<file path="src/icyd_pkg.sv">
// ----------------------------------------------------------------------------
// ICY deframer package
// Shared constants, prefix tables and the operation item that passes from
// the front part to the back part of the deframer.
// ----------------------------------------------------------------------------
package icyd_pkg;

  // Longest field value position tracked before saturation.
  localparam int MAX_FIELD_LEN_DEF = 256;

  // Depth of the operation queue between front and back.
  localparam int QUEUE_DEPTH = 4;
  localparam int QUEUE_AW    = $clog2(QUEUE_DEPTH);

  // Configuration register indexes.
  localparam logic REG_ENABLE   = 1'b0;
  localparam logic REG_INTERVAL = 1'b1;

  // Prefix lengths and special metadata bytes.
  localparam int         TITLE_LEN  = 12;
  localparam int         URL_LEN    = 10;
  localparam logic [7:0] CHAR_SEMI  = 8'h3B;
  localparam logic [7:0] CHAR_QUOTE = 8'h27;

  // Operation codes. The first five equal the output kind codes.
  typedef enum logic [2:0] {
    OP_AUDIO     = 3'd0,
    OP_TITLE     = 3'd1,
    OP_URL       = 3'd2,
    OP_TITLE_END = 3'd3,
    OP_URL_END   = 3'd4,
    OP_BLOCK     = 3'd5
  } icyd_op_kind_t;

  // One queued operation.
  typedef struct packed {
    icyd_op_kind_t kind;
    logic [7:0]    data;
    logic          empty;
  } icyd_op_t;

  // "StreamTitle=" by position.
  function automatic logic [7:0] title_char(input logic [3:0] idx);
    logic [7:0] c;
    case (idx)
      4'd0:    c = 8'h53; // S
      4'd1:    c = 8'h74; // t
      4'd2:    c = 8'h72; // r
      4'd3:    c = 8'h65; // e
      4'd4:    c = 8'h61; // a
      4'd5:    c = 8'h6D; // m
      4'd6:    c = 8'h54; // T
      4'd7:    c = 8'h69; // i
      4'd8:    c = 8'h74; // t
      4'd9:    c = 8'h6C; // l
      4'd10:   c = 8'h65; // e
      4'd11:   c = 8'h3D; // =
      default: c = 8'h00;
    endcase
    return c;
  endfunction

  // "StreamUrl=" by position.
  function automatic logic [7:0] url_char(input logic [3:0] idx);
    logic [7:0] c;
    case (idx)
      4'd0:    c = 8'h53; // S
      4'd1:    c = 8'h74; // t
      4'd2:    c = 8'h72; // r
      4'd3:    c = 8'h65; // e
      4'd4:    c = 8'h61; // a
      4'd5:    c = 8'h6D; // m
      4'd6:    c = 8'h55; // U
      4'd7:    c = 8'h72; // r
      4'd8:    c = 8'h6C; // l
      4'd9:    c = 8'h3D; // =
      default: c = 8'h00;
    endcase
    return c;
  endfunction

endpackage

</file>
<file path="src/icyd_front.sv">
// ----------------------------------------------------------------------------
// ICY deframer front part
// Accepts stream bytes, tracks the audio/length/metadata framing and the
// field prefix match, and turns each byte into at most one queued operation.
// ----------------------------------------------------------------------------
module icyd_front
  import icyd_pkg::*;
#(
  parameter int MAX_FIELD_LEN = MAX_FIELD_LEN_DEF
) (
  input  logic        clk,
  input  logic        rst,
  input  logic        s_tvalid,
  output logic        s_tready,
  input  logic [7:0]  s_tdata,
  input  logic        s_tuser,
  input  logic        cfg_we,
  input  logic        cfg_index,
  input  logic [15:0] cfg_data,
  input  logic        q_full,
  output logic        q_push,
  output icyd_op_t    q_op
);

  localparam int FPW = $clog2(MAX_FIELD_LEN + 1);

  typedef enum logic [1:0] {
    PH_AUDIO = 2'd0,
    PH_LEN   = 2'd1,
    PH_META  = 2'd2
  } phase_t;

  phase_t           phase, phase_next;
  logic [15:0]      audio_count, audio_count_next;
  logic [11:0]      meta_left, meta_left_next;
  logic [FPW-1:0]   field_pos, field_pos_next;
  logic             title_match, title_match_next;
  logic             url_match, url_match_next;
  logic             metadata_enable;
  logic [15:0]      meta_interval;

  logic             accept;
  logic [11:0]      meta_dec;
  logic             tm_new, um_new;

  assign s_tready = !q_full;
  assign accept   = s_tvalid && s_tready;
  // A metadata byte never carries a stream start, so the count comes from the register.
  assign meta_dec = meta_left - 12'd1;

  // Configuration registers.
  always_ff @(posedge clk) begin
    if (rst) begin
      metadata_enable <= 1'b1;
      meta_interval   <= '0;
    end else if (cfg_we) begin
      case (cfg_index)
        REG_ENABLE:   metadata_enable <= cfg_data[0];
        REG_INTERVAL: meta_interval   <= cfg_data;
        default:      ;
      endcase
    end
  end

  // Per-byte classification and next framing state.
  always_comb begin
    phase_next       = phase;
    audio_count_next = audio_count;
    meta_left_next   = meta_left;
    field_pos_next   = field_pos;
    title_match_next = title_match;
    url_match_next   = url_match;
    q_push           = 1'b0;
    q_op.kind        = OP_AUDIO;
    q_op.data        = s_tdata;
    q_op.empty       = 1'b0;
    tm_new           = title_match;
    um_new           = url_match;

    // A stream start resets framing before the byte is taken.
    if (s_tuser) begin
      phase_next       = PH_AUDIO;
      audio_count_next = '0;
      meta_left_next   = '0;
      field_pos_next   = '0;
      title_match_next = 1'b1;
      url_match_next   = 1'b1;
    end

    case (phase_next)
      PH_LEN: begin
        // Length byte: the block starts and the weak count is cleared.
        meta_left_next   = {s_tdata, 4'h0};
        field_pos_next   = '0;
        title_match_next = 1'b1;
        url_match_next   = 1'b1;
        q_push           = 1'b1;
        q_op.kind        = OP_BLOCK;
        if (s_tdata == 8'h00) begin
          phase_next       = PH_AUDIO;
          audio_count_next = '0;
        end else begin
          phase_next = PH_META;
        end
      end
      PH_META: begin
        if (s_tdata == CHAR_SEMI) begin
          // Field end: report a matched field, then start a new one.
          q_op.data = 8'h00;
          if (title_match_next && field_pos_next >= FPW'(TITLE_LEN)) begin
            q_push     = 1'b1;
            q_op.kind  = OP_TITLE_END;
            q_op.empty = (field_pos_next == FPW'(TITLE_LEN));
          end else if (url_match_next && field_pos_next >= FPW'(URL_LEN)) begin
            q_push     = 1'b1;
            q_op.kind  = OP_URL_END;
            q_op.empty = (field_pos_next == FPW'(URL_LEN));
          end
          field_pos_next   = '0;
          title_match_next = 1'b1;
          url_match_next   = 1'b1;
        end else if (s_tdata != CHAR_QUOTE) begin
          // Field byte: extend the prefix match and emit value bytes.
          if (field_pos_next < FPW'(TITLE_LEN)) begin
            tm_new = title_match_next && (s_tdata == title_char(field_pos_next[3:0]));
          end else begin
            tm_new = title_match_next;
          end
          if (field_pos_next < FPW'(URL_LEN)) begin
            um_new = url_match_next && (s_tdata == url_char(field_pos_next[3:0]));
          end else begin
            um_new = url_match_next;
          end
          title_match_next = tm_new;
          url_match_next   = um_new;
          if (field_pos_next < FPW'(MAX_FIELD_LEN)) begin
            if (field_pos_next >= FPW'(TITLE_LEN) && tm_new) begin
              q_push    = 1'b1;
              q_op.kind = OP_TITLE;
            end else if (field_pos_next >= FPW'(URL_LEN) && um_new) begin
              q_push    = 1'b1;
              q_op.kind = OP_URL;
            end
            field_pos_next = field_pos_next + FPW'(1);
          end
        end
        meta_left_next = meta_dec;
        if (meta_dec == 12'd0) begin
          phase_next       = PH_AUDIO;
          audio_count_next = '0;
          field_pos_next   = '0;
          title_match_next = 1'b1;
          url_match_next   = 1'b1;
        end
      end
      default: begin
        // Audio byte, also for any unused phase code.
        phase_next = PH_AUDIO;
        q_push     = 1'b1;
        q_op.kind  = OP_AUDIO;
        if (metadata_enable && meta_interval != 16'd0 &&
            ({1'b0, audio_count_next} + 17'd1) >= {1'b0, meta_interval}) begin
          phase_next       = PH_LEN;
          audio_count_next = '0;
        end else begin
          audio_count_next = audio_count_next + 16'd1;
        end
      end
    endcase

    if (!accept) begin
      q_push = 1'b0;
    end
  end

  // Framing state registers.
  always_ff @(posedge clk) begin
    if (rst) begin
      phase       <= PH_AUDIO;
      audio_count <= '0;
      meta_left   <= '0;
      field_pos   <= '0;
      title_match <= 1'b1;
      url_match   <= 1'b1;
    end else if (accept) begin
      phase       <= phase_next;
      audio_count <= audio_count_next;
      meta_left   <= meta_left_next;
      field_pos   <= field_pos_next;
      title_match <= title_match_next;
      url_match   <= url_match_next;
    end
  end

endmodule

</file>
<file path="src/icyd_queue.sv">
// ----------------------------------------------------------------------------
// ICY deframer operation queue
// Short first-in first-out store that decouples the front part from the
// back part so that either may stall on its own.
// ----------------------------------------------------------------------------
module icyd_queue
  import icyd_pkg::*;
(
  input  logic     clk,
  input  logic     rst,
  input  logic     push,
  input  icyd_op_t push_op,
  output logic     full,
  input  logic     pop,
  output logic     head_valid,
  output icyd_op_t head_op
);

  icyd_op_t            mem [QUEUE_DEPTH];
  logic [QUEUE_AW-1:0] wr_ptr;
  logic [QUEUE_AW-1:0] rd_ptr;
  logic [QUEUE_AW:0]   count;
  logic                do_push;
  logic                do_pop;

  assign full       = (count == (QUEUE_AW+1)'(QUEUE_DEPTH));
  assign head_valid = (count != '0);
  assign head_op    = mem[rd_ptr];
  assign do_push    = push && !full;
  assign do_pop     = pop && head_valid;

  // Storage.
  always_ff @(posedge clk) begin
    if (do_push) begin
      mem[wr_ptr] <= push_op;
    end
  end

  // Pointers and fill count.
  always_ff @(posedge clk) begin
    if (rst) begin
      wr_ptr <= '0;
      rd_ptr <= '0;
      count  <= '0;
    end else begin
      if (do_push) begin
        wr_ptr <= wr_ptr + QUEUE_AW'(1);
      end
      if (do_pop) begin
        rd_ptr <= rd_ptr + QUEUE_AW'(1);
      end
      case ({do_push, do_pop})
        2'b10:   count <= count + (QUEUE_AW+1)'(1);
        2'b01:   count <= count - (QUEUE_AW+1)'(1);
        default: ;
      endcase
    end
  end

endmodule

</file>
<file path="src/icyd_back.sv">
// ----------------------------------------------------------------------------
// ICY deframer back part
// Carries out queued operations: keeps the per-block weak count and drives
// the registered result stream.
// ----------------------------------------------------------------------------
module icyd_back
  import icyd_pkg::*;
(
  input  logic        clk,
  input  logic        rst,
  input  logic        head_valid,
  input  icyd_op_t    head_op,
  output logic        pop,
  output logic        m_tvalid,
  input  logic        m_tready,
  output logic [15:0] m_tdata,
  output logic [3:0]  m_tuser
);

  logic [7:0] empty_count;
  logic [7:0] empty_count_next;
  logic       is_block;
  logic       out_free;

  assign is_block = (head_op.kind == OP_BLOCK);
  assign out_free = !m_tvalid || m_tready;
  assign pop      = head_valid && (is_block || out_free);

  // Weak count after this operation.
  always_comb begin
    empty_count_next = empty_count;
    case (head_op.kind)
      OP_BLOCK:                empty_count_next = 8'h00;
      OP_TITLE_END, OP_URL_END: begin
        if (head_op.empty) begin
          empty_count_next = empty_count + 8'd1;
        end
      end
      default:                 ;
    endcase
  end

  // Weak count register.
  always_ff @(posedge clk) begin
    if (rst) begin
      empty_count <= '0;
    end else if (pop) begin
      empty_count <= empty_count_next;
    end
  end

  // Output register valid flag.
  always_ff @(posedge clk) begin
    if (rst) begin
      m_tvalid <= 1'b0;
    end else if (pop && !is_block) begin
      m_tvalid <= 1'b1;
    end else if (m_tready) begin
      m_tvalid <= 1'b0;
    end
  end

  // Output payload; the operation code doubles as the output kind.
  always_ff @(posedge clk) begin
    if (pop && !is_block) begin
      m_tdata <= {empty_count_next, head_op.data};
      m_tuser <= {head_op.empty, 3'(head_op.kind)};
    end
  end

endmodule

</file>
<file path="src/icy_metadata_deframer.sv">
// ----------------------------------------------------------------------------
// ICY metadata deframer
// Splits a received stream body into audio bytes and tagged title and url
// metadata values, with field end reports and a per-block weak count.
//
//   Channel  Direction  Handshake          Payload
//   s_       in         s_tvalid/s_tready  tdata: stream_byte; tuser: stream_start
//   m_       out        m_tvalid/m_tready  tdata: out_byte, weak_count;
//                                          tuser: out_kind, value_empty
//   cfg_     in         cfg_we             cfg_index, cfg_data
//
// One byte is accepted every cycle while the queue is not full; a result
// reaches the master port through the queue entry written at the accepting
// edge and then through the output register.
// The four-entry operation queue lets the front keep accepting while the
// output is stalled; s_tready falls only when the queue is full.
// Reset is synchronous and active high.
// ----------------------------------------------------------------------------
module icy_metadata_deframer
  import icyd_pkg::*;
#(
  parameter int MAX_FIELD_LEN = MAX_FIELD_LEN_DEF
) (
  input  logic        clk,
  input  logic        rst,
  input  logic        s_tvalid,
  output logic        s_tready,
  input  logic [7:0]  s_tdata,   // [7:0] stream_byte
  input  logic        s_tuser,   // [0] stream_start
  output logic        m_tvalid,
  input  logic        m_tready,
  output logic [15:0] m_tdata,   // [7:0] out_byte, [15:8] weak_count
  output logic [3:0]  m_tuser,   // [2:0] out_kind, [3] value_empty
  input  logic        cfg_we,
  input  logic        cfg_index,
  input  logic [15:0] cfg_data
);

  logic     q_full;
  logic     q_push;
  icyd_op_t q_op;
  logic     q_pop;
  logic     head_valid;
  icyd_op_t head_op;

  // Framing and field classification.
  icyd_front #(
    .MAX_FIELD_LEN(MAX_FIELD_LEN)
  ) u_front (
    .clk       (clk),
    .rst       (rst),
    .s_tvalid  (s_tvalid),
    .s_tready  (s_tready),
    .s_tdata   (s_tdata),
    .s_tuser   (s_tuser),
    .cfg_we    (cfg_we),
    .cfg_index (cfg_index),
    .cfg_data  (cfg_data),
    .q_full    (q_full),
    .q_push    (q_push),
    .q_op      (q_op)
  );

  // Operation queue.
  icyd_queue u_queue (
    .clk        (clk),
    .rst        (rst),
    .push       (q_push),
    .push_op    (q_op),
    .full       (q_full),
    .pop        (q_pop),
    .head_valid (head_valid),
    .head_op    (head_op)
  );

  // Weak count and result output.
  icyd_back u_back (
    .clk        (clk),
    .rst        (rst),
    .head_valid (head_valid),
    .head_op    (head_op),
    .pop        (q_pop),
    .m_tvalid   (m_tvalid),
    .m_tready   (m_tready),
    .m_tdata    (m_tdata),
    .m_tuser    (m_tuser)
  );

endmodule
</file>
<file path="config.mk">
export PLATFORM = sky130hd
export DESIGN_NAME = icy_metadata_deframer
export DESIGN_NICKNAME = d
export VERILOG_FILES = /design/src/icyd_pkg.sv /design/src/icyd_front.sv /design/src/icyd_queue.sv /design/src/icyd_back.sv /design/src/icy_metadata_deframer.sv
export SDC_FILE = /design/constraint.sdc
export NUM_CORES = 1
export LEC_CHECK = 0
export CORE_MARGIN = 2
export CORE_UTILIZATION = 47
export CTS_CLUSTER_SIZE = 14
export DETAILED_ROUTE_END_ITERATION = 8
export DONT_BUFFER_PORTS = 1
export PLACE_DENSITY_LB_ADDON = 0.12
export SLEW_MARGIN = 20
export SYNTH_ARGS = -nofsm -noshare
export SYNTH_HDL_FRONTEND = slang
export SYNTH_SLANG_ARGS = --single-unit
</file>
<file path="constraint.sdc">
create_clock -name clk -period 14.1 [get_ports clk]
set_input_delay 2.82 -clock clk [delete_from_list [all_inputs] [get_ports clk]]
set_output_delay 2.82 -clock clk [all_outputs]
set_load 0.03 [all_outputs]
</file>
# Word level (Yosys, flattened, before mapping)
# Memories as Yosys holds them, arrays and structs flattened. A register that Yosys moved wholly into a read port is not among the register bits.
# Index checks and enable logic that the tools add are counted.
# classes
eq_ne	14
n_reduce_logical	29
n_addsub	9
bitwise_logic	1
muxes	74
magnitude_cmp	6
# ops
op	count
8-bit 2-to-1 mux	9
16-bit 2-to-1 mux	4
9-bit 2-to-1 mux	7
1-bit 2-to-1 mux	32
16-bit one-hot mux with 2 select lines	1
12-bit one-hot mux with 2 select lines	1
9-bit by 4-bit equality test with 1-bit output (second input constant)	2
9-bit by 4-bit >= comparator with 1-bit output (second input constant)	2
9-bit by 4-bit less-than comparator with 1-bit output (second input constant)	2
3-bit 2-to-1 mux	6
9-bit one-hot mux with 2 select lines	1
16-bit by 1-bit adder with 17-bit output (second input constant)	1
17-bit by 16-bit >= comparator with 1-bit output	1
16-bit by 1-bit adder with 16-bit output (second input constant)	1
8-bit equality test	2
8-bit one-hot mux with 2 select lines	1
16-bit nonzero test	1
1-bit logical AND	13
12-bit zero test	1
12-bit 2-to-1 mux	1
2-bit 2-to-1 mux	6
3-bit one-hot mux with 2 select lines	2
12-bit by 1-bit subtractor with 12-bit output (second input constant)	1
9-bit by 1-bit adder with 9-bit output (second input constant)	1
21 further kinds	34
# totals
in_bits	31
ramBits	48
romBits	224
memories	3
regBits	94
# memory_table
name	words	width	read_ports	rd_clocked_by_memory_dff	wr	line_no	source
(no name shown)	16	7	1	0	0	icyd_pkg.sv:45	case (idx)
(no name shown)	16	7	1	0	0	icyd_pkg.sv:66	case (idx)
u_queue.mem	4	12	1	1	1	icyd_queue.sv:19	icyd_op_t mem [QUEUE_DEPTH];

# Longest topological paths before layout
# Gate-level depths: netlist (run 1).
# depth
word_depth	23
depth_mapped	19
mapped_depth_nobuf	15

# Modules after synthesis
# A second synthesis (run 1) with hierarchy kept.
# hier_totals
cells_unflattened	866
hier_area_um2	8205.4
# modules_own_cells
mod	cells_each	area_each_um2	instances	seq_area_each_um2
icyd_front	645	4709.5	1	1161.1
icyd_queue	114	2207.1	1	1621.6
icyd_back	107	1288.7	1	780.7

# Least setup slack after synthesis (run 1)
# Ideal clock, no wire load.
# synth_path
kind	in2reg
startpoint	input s_tuser
endpoint	register u_front.audio_count[0]
setup_time_ps	70
t_arrival_ps	6617
path_buffers	5
required_ps	14030
slack_ps	7413
cell_stages	18
path_cell_list	clkbuf_1 -> buf_1 -> buf_1 -> nor2b_1 -> ha_1 -> nand3_1 -> or4_1 -> clkbuf_1 -> or3_1 -> a21oi_1 -> ha_1 -> a21o_1 -> a21oi_1 -> o2111ai_1 -> a211oi_1 -> clkbuf_1 -> nor2_1 -> a21oi_1
# synth_between
elab_chain_len	6
elab_cells_between_ends	12
# synth_rtl
element	line_no	source
start, declared	icy_metadata_deframer.sv:29	input logic s_tuser,
16-bit 2-to-1 mux	icyd_front.sv:81	if (s_tuser) begin
16-bit by 1-bit adder with 17-bit output	icyd_front.sv:162	({1'b0, audio_count_next} + 17'd1) >= {1'b0, meta_interval}) begin
17-bit by 16-bit >= comparator with 1-bit output	icyd_front.sv:162	
1-bit logical AND	icyd_front.sv:161	if (metadata_enable && meta_interval != 16'd0 &&
16-bit 2-to-1 mux	icyd_front.sv:161	
16-bit one-hot mux with 2 select lines *	icyd_front.sv:90	case (phase_next)
end signal, assigned	icyd_front.sv:187	audio_count <= audio_count_next;
end, declared	icyd_front.sv:34	logic [15:0] audio_count, audio_count_next;
# Mark *: on every way between the ends. The rest lies on a longest branch, timed or not.
# A chain may end at the register's enable or synchronous reset.

# Final worst setup path (run 1)
# layout_path
startpoint	input s_tuser
endpoint	register u_front.audio_count[13]
# Same word-level chain as after synthesis.

==> summary.md, run 1 <==
| Metric | Value |
|---|---|
| DR vias | 6110 |
| Mean Syn Cell Area | 9.48 µm² |
| Pre-CTS WS | about 7.7 ns |
| Max rail drop VDD | 0.0909 mV |
| Die area | 0.0176 mm² |
| Antenna-violating nets left | 0 |
| Net load switching power | between 400 and 500 µW |
| Number of design-rule violations left by the first detailed-router iteration | about 450 |
| Clock sink total | about 140 |
| Met3 global-route usage | ~4.9% |
| Final routed DRC violation total | 0 |
| Minimum setup slack among reg-to-reg paths | a little over 10 ns |
| CTS tree | done |
| PnR worst setup slack | between 8 and 9 ns |
| Setup Crit Path Kind | in -> reg |
| Crit path capture type | flop |
| Average via count per standard cell | about 6.0 |
| Multi-input gate area | 0.00385 mm² |
| Area overhead of the layout relative to synthesis | 8.47% |
| Outcome | finished, final reports clean |
| Unrepaired setup endpoints after global routing | no |
| Nets@finish | about 860 |
| Share of final-layout standard cells stronger than drive strength 1 | 7.32% |
| Arrival time at the worst endpoint | 6.37 ns |
| Final Power | ~1.3 mW |
| Final hold violation count | 0 |
| Power per cell area | roughly 150 mW/mm² |
| Number of nets in the synthesized netlist | between 800 and 900 |
| Slew at the pin closest to its max-slew limit | just over 0.8 ns |
| Die Span X | about 130 µm |
| Initial antenna violation count | 0 |
| Core box area | 0.0164 mm² |
| Floorplan row count | between 40 and 50 |
| Root buffer cell | clkbuf_16 |
| Final wirelength | 17700 µm |
| Post-CTS setup buffers | 0 |
| Clock latency reported for the late side of the worst-skew pair | roughly 0.42 ns |
| Global routing's busiest layer | met2 |
| Final clock period utilization by the worst path | roughly 43% |
| Footprint of the flip-flops and latches | between 0.003 and 0.004 mm² |
| Fraction of the yosys area taken by sequential cells | 45.8% |
| Clock network fraction of design power | about a third |
| Number of buffers on the longest clock path | 2 |
| Worst Hold Slack | approximately 0.48 ns |
| Ys flop type | dfxtp_1 |
| Half-perimeter wire length after detailed placement | 12100 µm |
| Starting density of the core | 47.4% |
| # resized after CTS | 0 |
| Diodes inserted | 0 |
| Met2 demand-to-capacity share in global routing | roughly a third |
| Fmax | 167 MHz |
| Top-Level Pins | 53 |
| Final max-slew violation count | 0 |
| Critical Path Start Type | primary input |
| Largest net degree at the start of global routing | 65 |
| Synthesis-stage register bit count | about 140 |
| Die span in y | 133 µm |
| Internal Dissipation | around 860 µW |
| Max-slew headroom at the worst pin | around 45% |
| Synthesized cell area | about 0.0078 mm² |
| Worst-path clk slew | 0.06 ns |
| Hold Buf Count CTS | 0 |
| Core utilization of the finished layout | about half |
| Leakage power summed over all cells | between 2 and 3 nW |
| Gate count after technology mapping | between 800 and 900 |
| Wire length of the first global-routing pass | slightly below 30000 µm |
| Final-layout setup total negative slack | 0 ns |
| Sw frac | 32.3% |
| Clock buffers created by TritonCTS | 17 |
| Post-synth ARST share | 0% |
| Worst-path fanout max | 50 |
| Remaining global-route overflow | 0 |
| Fraction of power consumed by sequential logic | between 40% and 50% |
| Vias in the first global route | between 5000 and 6000 |
| Minimum period implied by the final worst setup slack | between 6 and 7 ns |
| Met1 capacity usage during global routing | ~28% |
| H-Tree Depth | 4 |
| Max capacitance violation total | 0 |
| Worst hold path class | reg -> reg |
| Endpoints failing setup | 0 |
| First drt pass iteration count | 5 |
| Number of buffers inserted by port buffering | 0 |
| Post-synth EDFFs | slightly below 70 |
| All-layer global routing usage | 20.7% |
| Required time of the critical path | 14.47 ns |
| Detailed-route wire length per cell | 17.3 µm |
| Final Wtd Congestion | 0.884 |
| Number of fill cells in the layout | around 1500 |
| Proportion of power drawn by combinational gates | between 10% and 20% |
| Clock Skew | about 0.0093 ns |
| Netlist cell types | 74 |
| Syn. warnings | 0 |
-- kinds of logic (layout without fill, tap and decap cells) --
group	count (synthesis)	in the layout	synth area share (%)
fa+ha+maj	31	31	5.08
simple gates	300	300	19.4
xor+xnor	29	29	3.26
flops	144	144	45.8
mux	16	16	4.00
buf+inv	93	78	4.73
compound gates	208	208	17.8
-- state kept, by name, indices dropped and copies added (netlist names), 3 cells and up, named ones only --
name	flops
u_back.empty_count	8
u_back.m_tdata	16
u_back.m_tuser	4
u_front.audio_count	16
u_front.field_pos	9
u_front.meta_interval	16
u_front.meta_left	12
u_queue.count	3
u_queue.mem	48
-- synthesized netlist by cell type (15+ instances only) --
cell	count	share of area (%)
nand2_1	88	4.2
dfxtp_1	76	20
nor2_1	74	3.6
edfxtp_1	68	26
a21oi_1	61	3.9
inv_1	41	2.0
clkbuf_1	40	1.9
o21ai_0	36	2.3
ha_1	30	4.8
nand3_1	24	1.5
a22o_1	21	2.4
xnor2_1	15	1.7
-- stage by stage --
| step | cell area [µm²] | std cells |
|---|---|---|
| 2_1_floorplan | 7780 | 821 |
| 3_3_place_gp | 7880 | 994 |
| 3_5_place_dp | 7880 | 994 |
| 4_1_cts | 8440 | 1026 |
| 5_1_grt | 8440 | 1026 |
| 6_report | 8440 | 1026 |
-- area by class of cell --
cell class	instances	share of cell area (%)
clock inverters	14	1.64
inverters	43	1.91
clock buffers	18	5.08
well taps	220	3.26
flip-flops and latches	144	42.2
repair buffers	3	0.267
multi-input cells	584	45.6
-- power groups by stage --
stage / registers [mW] / clock network (mW) / logic, mW
after CTS: 0.626 / 0.444 / 0.217
after detailed placement: 0.635 / 0 / 0.216
after floorplan: 0.614 / 0 / 0.182
after global placement: 0.631 / 0 / 0.210
final: 0.623 / 0.439 / 0.214
after global routing: 0.633 / 0.464 / 0.241
-- path summary, 6_finish.rpt --
check / start / end / depth (start not counted)
setup / recovery: s_tuser / u_front.audio_count[13] / 13
hold / removal: u_front.meta_interval[12] / u_front.meta_interval[12] / 2
setup reg to reg: u_front.audio_count[0] / u_front.audio_count[13] / 13
hold reg to reg: u_front.meta_interval[12] / u_front.meta_interval[12] / 2
-- worst max-delay path: stages --
cell and delay, ns:
nor2b_1 0.15, ha_1 0.20, nand3_1 0.18, or4_1 0.70, or3_1 0.40, a21oi_1 0.19, ha_1 0.27, a21o_1 0.16
a21oi_1 0.14, o2111ai_1 0.25, a2111oi_0 0.54, a21boi_0 0.24, a21o_1 0.10
-- cells in the final DEF (no fill, tap or decap), drive strengths merged, types with 4 or more instances in the layout --
| cell | n |
|---|---|
| or4 | 4 |
| a22oi | 11 |
| and3 | 6 |
| nand3 | 24 |
| clkbuf | 18 |
| clkinv | 10 |
| inv | 43 |
| a21o | 4 |
| o21ai | 37 |
| or3 | 10 |
| xnor2 | 15 |
| nor3 | 15 |
| and2 | 14 |
| xor2 | 14 |
| a22o | 21 |
| mux4 | 12 |
| or2 | 5 |
| dfxtp | 76 |
| edfxtp | 68 |
| a21oi | 61 |
| nor2 | 74 |
| ha | 30 |
| nand2 | 88 |
| a31oi | 14 |
| nand4 | 9 |
| nand2b | 9 |
| o32ai | 7 |
| o22ai | 4 |
| o31ai | 4 |
| o2111ai | 4 |
| nor4 | 11 |
| a221oi | 8 |
| o211ai | 4 |
| nor2b | 14 |
-- metal layers --
| layer | up-vias | routed length, µm |
|---|---|---|
| li1 | 2942 | - |
| met1 | 2940 | 8220 |
| met2 | 199 | 8340 |
| met3 | 29 | 881 |
| met4 | 0 | 287 |
| met5 | - | 0 |
No activity file was read; power rests on OpenSTA's default activity.
==> run 2, diff against run 1 <==
--- a/config.mk
+++ b/config.mk
@@ -5,6 +5,7 @@
 export SDC_FILE = /design/constraint.sdc
 export NUM_CORES = 1
 export LEC_CHECK = 0
+export ABC_AREA = 1
 export CORE_MARGIN = 2
 export CORE_UTILIZATION = 47
 export CTS_CLUSTER_SIZE = 14
==> constraint.sdc (replaced) <==
create_clock -name clk -period 4.9 [get_ports clk]
set_input_delay 0.98 -clock clk [delete_from_list [all_inputs] [get_ports clk]]
set_output_delay 0.98 -clock clk [all_outputs]
set_load 0.03 [all_outputs]
==> summary.md, run 2 <==
| Metric | Value |
|---|---|
| Final wirelength | 19600 µm (+10%) |
| Crit path capture type | flop |
| Final Wtd Congestion | 0.876 (-0.98%) |
| Minimum period implied by the final worst setup slack | 3.31 ns |
| Worst hold path class | reg -> reg |
| Final clock period utilization by the worst path | 67.6% |
| Leakage power summed over all cells | 3.80 nW (+31%) |
| Worst-path clk slew | 0.07 ns (about the same) |
| Setup Crit Path Kind | in -> reg |
| Most used cells in the layout excluding fill and tap cells | nand2_1 (248), inv_1 (133), nor2_1 (106) |
| Start point of the critical path | s_tuser |
| Max rail drop VDD | 0.437 mV (+380%) |
| Number of nets in the synthesized netlist | 1162 (+32%) |
| Number of buffers inserted by port buffering | 0 (unchanged) |
| Reg with most FFs | u_queue.mem |
| Starting density of the core | 47.5% (about the same) |
| Slew at the pin closest to its max-slew limit | 0.944 ns (+0.113 ns) |
| Leading area contributor after synthesis | edfxtp_1 |
| Vias in the first global route | 6442 (+9.0%) |
| Top post-synthesis cells by count | nand2_1 (248), inv_1 (133), nor2_1 (106) |
| Syn. warnings | 0 (unchanged) |
| Share of final-layout standard cells stronger than drive strength 1 | 10.3% (+3.0 points) |
| Largest incremental delay on the critical path | 0.32 ns (-0.38 ns) |
| Area overhead of the layout relative to synthesis | 8.39% (about the same) |
| Ys flop type | dfxtp_1 |
| Final Power | 4.49 mW (+250%) |
| Launch point of the worst hold path | u_front.audio_count[9] |
| Max-slew headroom at the worst pin | 36.9% (-7.6 points) |
| Post-synth ARST share | 0% (unchanged) |
| CTS tree | done |
| Endpoints failing setup | 0 (unchanged) |
| # resized after CTS | 0 (unchanged) |
| Mean Syn Cell Area | 7.70 µm² (-19%) |
| Number of flip-flops under the largest register name | 48 (unchanged) |
| Ordered list of cells on the worst path | inv_2, nand2_1, nor2_1, nand4_1, nor2_2, nand2_1, xnor2_1, inv_1, ha_1, nand2_1, nor2_1, a211oi_1, nand2_1, nand2_1, nand3_1, nand3_1, nand2_1, inv_2, nand2_1, nand2_1, inv_1 |
| Worst reg2reg path startpoint | u_front.audio_count[0] |
| Hold Buf Count CTS | 0 (unchanged) |
| Cell type with the highest occurrence count on the critical path | nand2_1 |
| Clock latency reported for the late side of the worst-skew pair | 0.42 ns (about the same) |
| Unrepaired setup endpoints after global routing | no |
| Initial antenna violation count | 0 (unchanged) |
| Power per cell area | 489 mW/mm² (+220%) |
| Number of buffers on the longest clock path | 2 (unchanged) |
| Wire length of the first global-routing pass | 32600 µm (+10%) |
| Clock buffers created by TritonCTS | 17 (unchanged) |
| Proportion of netlist area held by the largest area contributor | 24.1% (-2.1 points) |
| Critical Path Start Type | primary input |
| Nets@finish | 1146 (+34%) |
| Most frequently used cell type in the post-synthesis netlist | nand2_1 |
| Fmax | around 300 MHz |
| Final max-slew violation count | 0 (unchanged) |
| Final routed DRC violation total | 0 (unchanged) |
| Floorplan row count | 49 (+4.3%) |
| Die span in y | 138 µm (+4.2%) |
| Half-perimeter wire length after detailed placement | 13800 µm (+13%) |
| Outcome | finished, final reports clean |
| Antenna-violating nets left | 0 (unchanged) |
| Remaining global-route overflow | 0 (unchanged) |
| Top-Level Pins | 53 (unchanged) |
| First drt pass iteration count | 5 (unchanged) |
| Final hold violation count | 0 (unchanged) |
| Final-layout setup total negative slack | 0 ns (unchanged) |
| Diodes inserted | 0 (unchanged) |
| Post-CTS setup buffers | 0 (unchanged) |
| Average via count per standard cell | 5.23 (-12%) |
| Core utilization of the finished layout | 51.4% (about the same) |
| Synthesis-stage register bit count | 144 (unchanged) |
| Number of design-rule violations left by the first detailed-router iteration | 405 (-10%) |
| Clock sink total | 144 (unchanged) |
| Gate count after technology mapping | 1100 (+34%) |
| Slowest CP cell | inv_2 |
| H-Tree Depth | 4 (unchanged) |
| Synthesized cell area | 0.00847 mm² (+8.8%) |
| Detailed-route wire length per cell | 14.7 µm (-15%) |
| DR vias | 6930 (+13%) |
| All-layer global routing usage | 21.0% (+0.30 points) |
| Post-synth EDFFs | 68 (unchanged) |
| Largest net degree at the start of global routing | 45 (-31%) |
| Clock Skew | 0.0107 ns (+0.00139 ns) |
| Area contributors post-synth | edfxtp_1 (24%), dfxtp_1 (18%), nand2_1 (11%) |
| Most common cell after layout, fill and taps aside | nand2_1 |
| Fraction of the yosys area taken by sequential cells | 42.1% (-3.7 points) |
| Root buffer cell | clkbuf_16 |
| Netlist cell types | 52 (-30%) |
| Required time of the critical path | 5.22 ns (-9.25 ns) |
| Arrival time at the worst endpoint | 3.64 ns (-2.73 ns) |
| Core box area | 0.0178 mm² (+8.7%) |
| Die area | 0.0191 mm² (+8.5%) |
| Max capacitance violation total | 0 (unchanged) |
| Worst-path fanout max | 25 (-50%) |
| Die Span X | 138 µm (+4.2%) |
run 2: changes by cell type in the layout (fill, tap and decap cells not counted), moves of 14 or more:
cell	before	now
nand2_1	88	248
inv_1	41	133
nand3_1	24	74
nor2_1	74	106
a21oi_1	61	85
a22o_1	21	0
o21ai_0	36	56
nand2_2	0	17
o21ai_1	1	18
nor2b_1	14	0
run 2: cell families (layout without fill, tap and decap cells):
| group | after synthesis | in the layout | synth area share, % |
|---|---|---|---|
| simple gates | 518 | 518 | 28.4 |
| compound gates | 196 | 196 | 13.1 |
| xor+xnor | 26 | 26 | 2.78 |
| flops | 144 | 144 | 42.1 |
| fa+ha+maj | 31 | 31 | 4.67 |
| buf+inv | 185 | 182 | 9.01 |
run 2: per-layer routing:
layer / track usage (%) / part of all wire (%)
met3: 3.78 / 3.6
met2: 34.4 / 48
met1: 28.3 / 47
met5: 0 / 0
met4: 6.93 / 1.5
run 2: worst max-delay path: cells and delay by family:
family / cells / cell delay (ns)
AND/OR/NAND/NOR: 14 / 1.44
adder cells (fa/ha/maj): 1 / 0.31
XOR/XNOR: 1 / 0.14
AO/OA/AOI/OAI: 1 / 0.17
buffers and inverters: 4 / 0.60
run 2: area by class of cell:
| class | count | area (µm²) |
|---|---|---|
| fill | 1744 | 8660 |
| multi-input combinational | 771 | 4140 |
| sequential | 144 | 3560 |
| tap | 229 | 287 |
| timing repair buffer | 7 | 52.6 |
| clock buffer | 17 | 425 |
| inverter | 143 | 539 |
| clock inverter | 15 | 169 |
run 2: power by group:
part           internal (mW)  total (mW)  switching, mW
registers               1.57        1.89          0.312
clock network          0.727        1.30          0.574
logic                  0.415        1.31          0.891
run 2: final timing paths:
path	slack [ns]	end	depth (start not counted)
max	1.59	u_front.phase[0]	21
min reg2reg	0.46	u_front.audio_count[9]	2
min	0.46	u_front.audio_count[9]	2
max reg2reg	1.84	u_front.phase[0]	21
run 2: per-stage QoR:
stage          instance area (µm²)  hold WS (ns)  std cells  setup slack [ns]
6_report                      9180         0.459       1326              1.59
5_1_grt                       9180         0.480       1326              1.28
4_1_cts                       9180         0.460       1326              1.59
3_5_place_dp                  8580         0.449       1294              1.15
3_3_place_gp                  8580         0.445       1294              1.22
2_1_floorplan                 8470         0.441       1100              1.31
==> run 3, diff against run 2 <==
==> constraint.sdc (replaced) <==
create_clock -name clk -period 2.9 [get_ports clk]
set_input_delay 0.58 -clock clk [delete_from_list [all_inputs] [get_ports clk]]
set_output_delay 0.58 -clock clk [all_outputs]
set_load 0.03 [all_outputs]
==> summary.md, run 3 (synthesized netlist as in run 2, its figures left out) <==
| Metric | Value |
|---|---|
| Fraction of power consumed by sequential logic | 40.4% (-1.6 points) |
| Capturing point of the worst reg2reg path | u_front.audio_count[8] |
| Largest net degree at the start of global routing | 45 (unchanged) |
| Worst-path clk slew | 0.06 ns (about the same) |
| Final Wtd Congestion | 0.896 (+2.3%) |
| Worst-path fanout max | 4 (-84%) |
| Clock sink total | 144 (unchanged) |
| Power per cell area | 797 mW/mm² (+63%) |
| Worst Reg-to-Reg Cells | 21 (unchanged) |
| First drt pass iteration count | 5 (unchanged) |
| H-Tree Depth | 4 (unchanged) |
| Share of final-layout standard cells stronger than drive strength 1 | 18.2% (+7.9 points) |
| Average via count per standard cell | 5.20 (-0.58%) |
| Vias in the first global route | 6646 (+3.2%) |
| Die span in y | 138 µm (unchanged) |
| Start point of the critical path | u_front.audio_count[5] |
| Wire length of the first global-routing pass | 32100 µm (-1.6%) |
| Area overhead of the layout relative to synthesis | 15.6% |
| Half-perimeter wire length after detailed placement | 13900 µm (+1.1%) |
| Arrival time at the worst endpoint | 3.15 ns (-0.49 ns) |
| Detailed-route wire length per cell | 14.2 µm (-3.4%) |
| Most used cells in the layout excluding fill and tap cells | nand2_1 (236), inv_1 (128), nor2_1 (101) |
| Worst hold path class | in -> reg |
| Critical Path Start Type | flop |
| Final wirelength | 19600 µm (about the same) |
| Leakage power summed over all cells | 4.08 nW (+7.3%) |
| Reg with most FFs | u_queue.mem |
| Net load switching power | 3.04 mW (+71%) |
| Number of flip-flops under the largest register name | 48 (unchanged) |
| Hold Buf Count CTS | 0 (unchanged) |
| Setup Crit Path Kind | reg -> reg |
| Minimum setup slack among reg-to-reg paths | 0.06 ns (-1.78 ns) |
| Final-layout setup total negative slack | 0 ns (unchanged) |
| Die area | 0.0191 mm² (unchanged) |
| Internal Dissipation | 4.76 mW (+75%) |
| Worst reg2reg path startpoint | u_front.audio_count[5] |
| Unrepaired setup endpoints after global routing | yes |
| Starting density of the core | 47.5% (unchanged) |
| Pre-CTS WS | -0.112 ns (-1.27 ns) |
| Initial antenna violation count | 0 (unchanged) |
| Max rail drop VDD | 0.711 mV (+63%) |
| PnR worst setup slack | 0.0601 ns (-1.53 ns) |
| Sw frac | 39.0% (-0.56 points) |
| Outcome | finished, final reports clean |
| Minimum period implied by the final worst setup slack | 2.84 ns |
| Top-Level Pins | 53 (unchanged) |
| Proportion of power drawn by combinational gates | 30.8% (+1.7 points) |
| Clock latency reported for the late side of the worst-skew pair | 0.43 ns (about the same) |
| Floorplan row count | 49 (unchanged) |
| Number of design-rule violations left by the first detailed-router iteration | 362 (-11%) |
| Worst setup endpoint | u_front.audio_count[8] |
| Total placed cells including tap cells | 1334 (+3.1%) |
| Clock Skew | 0.0148 ns (+0.00417 ns) |
| DR vias | 7134 (+2.9%) |
| All-layer global routing usage | 20.6% (-0.44 points) |
| Max-slew headroom at the worst pin | 46.8% (+9.9 points) |
| Remaining global-route overflow | 0 (unchanged) |
| Final clock period utilization by the worst path | 97.9% |
| Number of buffers inserted by port buffering | 0 (unchanged) |
| Slew at the pin closest to its max-slew limit | 0.779 ns (-0.166 ns) |
| CTS tree | done |
| Diodes inserted | 0 (unchanged) |
| Core box area | 0.0178 mm² (unchanged) |
| Number of buffers on the longest clock path | 2 (unchanged) |
| Antenna-violating nets left | 0 (unchanged) |
| Clock network fraction of design power | 28.8% (-0.2 points) |
| Nets@finish | 1193 (+4.1%) |
| Clock buffers created by TritonCTS | 17 (unchanged) |
| Required time of the critical path | 3.21 ns (-2.01 ns) |
| Root buffer cell | clkbuf_16 |
| Final routed DRC violation total | 0 (unchanged) |
| Max capacitance violation total | 0 (unchanged) |
| Fmax | between 300 and 400 MHz |
| Layout Cells excl Fill | 1373 (+3.5%) |
| Endpoints failing setup | 0 (unchanged) |
| Die Span X | 138 µm (unchanged) |
| Final max-slew violation count | 0 (unchanged) |
| Final hold violation count | 0 (unchanged) |
| Crit path capture type | flop |
| Most common cell after layout, fill and taps aside | nand2_1 |
==> run 3: cell types whose count changed in the layout (fill, tap and decap cells not counted), moves of 6 or more <==
cell	change
buf_4	+45
nand2_1	-12
nand2_2	+10
a21oi_1	-6
a21oi_2	+6
nand3_1	-6
nand3_2	+6
nor2_4	+6
==> run 3: worst min path at each step <==
stage	startpoint	endpoint	cells after the start
floorplan	u_front.title_match	u_front.title_match	2
global placement	u_front.url_match	u_front.url_match	2
detailed placement	u_front.url_match	u_front.url_match	2
CTS	rst	u_back.m_tvalid	1
global route	rst	u_back.m_tvalid	1
finish	rst	u_back.m_tvalid	1
==> run 3: critical path, stage by stage (launching register included) <==
cell,delay (ns)
dfxtp_2,0.34
buf_4,0.11
nand3_1,0.08
nor2_1,0.15
nand4_1,0.19
nor2_4,0.17
buf_6,0.13
nand2_4,0.05
xnor2_2,0.17
inv_2,0.07
ha_4,0.28
nand4_1,0.08
inv_1,0.08
nand2_1,0.05
nor2_1,0.09
nor3_1,0.05
nand3_1,0.10
nand3_1,0.09
nand2_2,0.15
clkinvlp_4,0.16
nand2_2,0.10
a21oi_2,0.04
==> run 3: routing by layer <==
metal / part of all wire (%) / up-vias / global-route usage, %
li1: - / 3695 / -
met1: 46 / 3284 / 25.7
met2: 49 / 130 / 36.1
met3: 2.7 / 25 / 3.22
met4: 1.9 / 0 / 7.57
met5: 0 / - / 0
==> run 3: per-stage QoR <==
stage / hold WS, ns / power [mW] / cell area [µm²] / utilization [%]
6_report: 0.228 / 7.80 / 9790 / 54.9
5_1_grt: 0.205 / 8.29 / 9790 / 54.9
4_1_cts: 0.212 / 7.81 / 9540 / 53.5
3_5_place_dp: 0.448 / 5.56 / 8930 / 50.1
3_3_place_gp: 0.446 / 5.52 / 8930 / 50.1
2_1_floorplan: 0.441 / 5.04 / 8540 / -
==> run 3: final cells by class <==
cell class                      count  area (µm²)
Clock inverter                     14         161
Inverter                          143         549
Tap cell                          229         287
Timing Repair inverter              1        7.51
Multi-Input combinational cell    771        4360
Clock buffer                       18         450
Fill cell                        1663        8050
Timing Repair Buffer               53         402
Sequential cell                   144        3570
==> run 3: what timing repair did <==
| action | CTS | global route |
|---|---|---|
| hold endpoints to repair | 0 | 0 |
| gates resized for setup | 0 | 54 |
| endpoints found under the setup margin | 0 | 18 |
| buffers inserted | 0 | 6 |
==> run 3: power by group through the flow <==
stage                     logic, mW  registers [mW]  clock network [mW]
after floorplan                1.89            3.14                   0
after global placement         2.33            3.19                   0
after detailed placement       2.37            3.19                   0
after CTS                      2.38            3.15                2.28
after global routing           2.73            3.19                2.37
final                          2.41            3.15                2.25
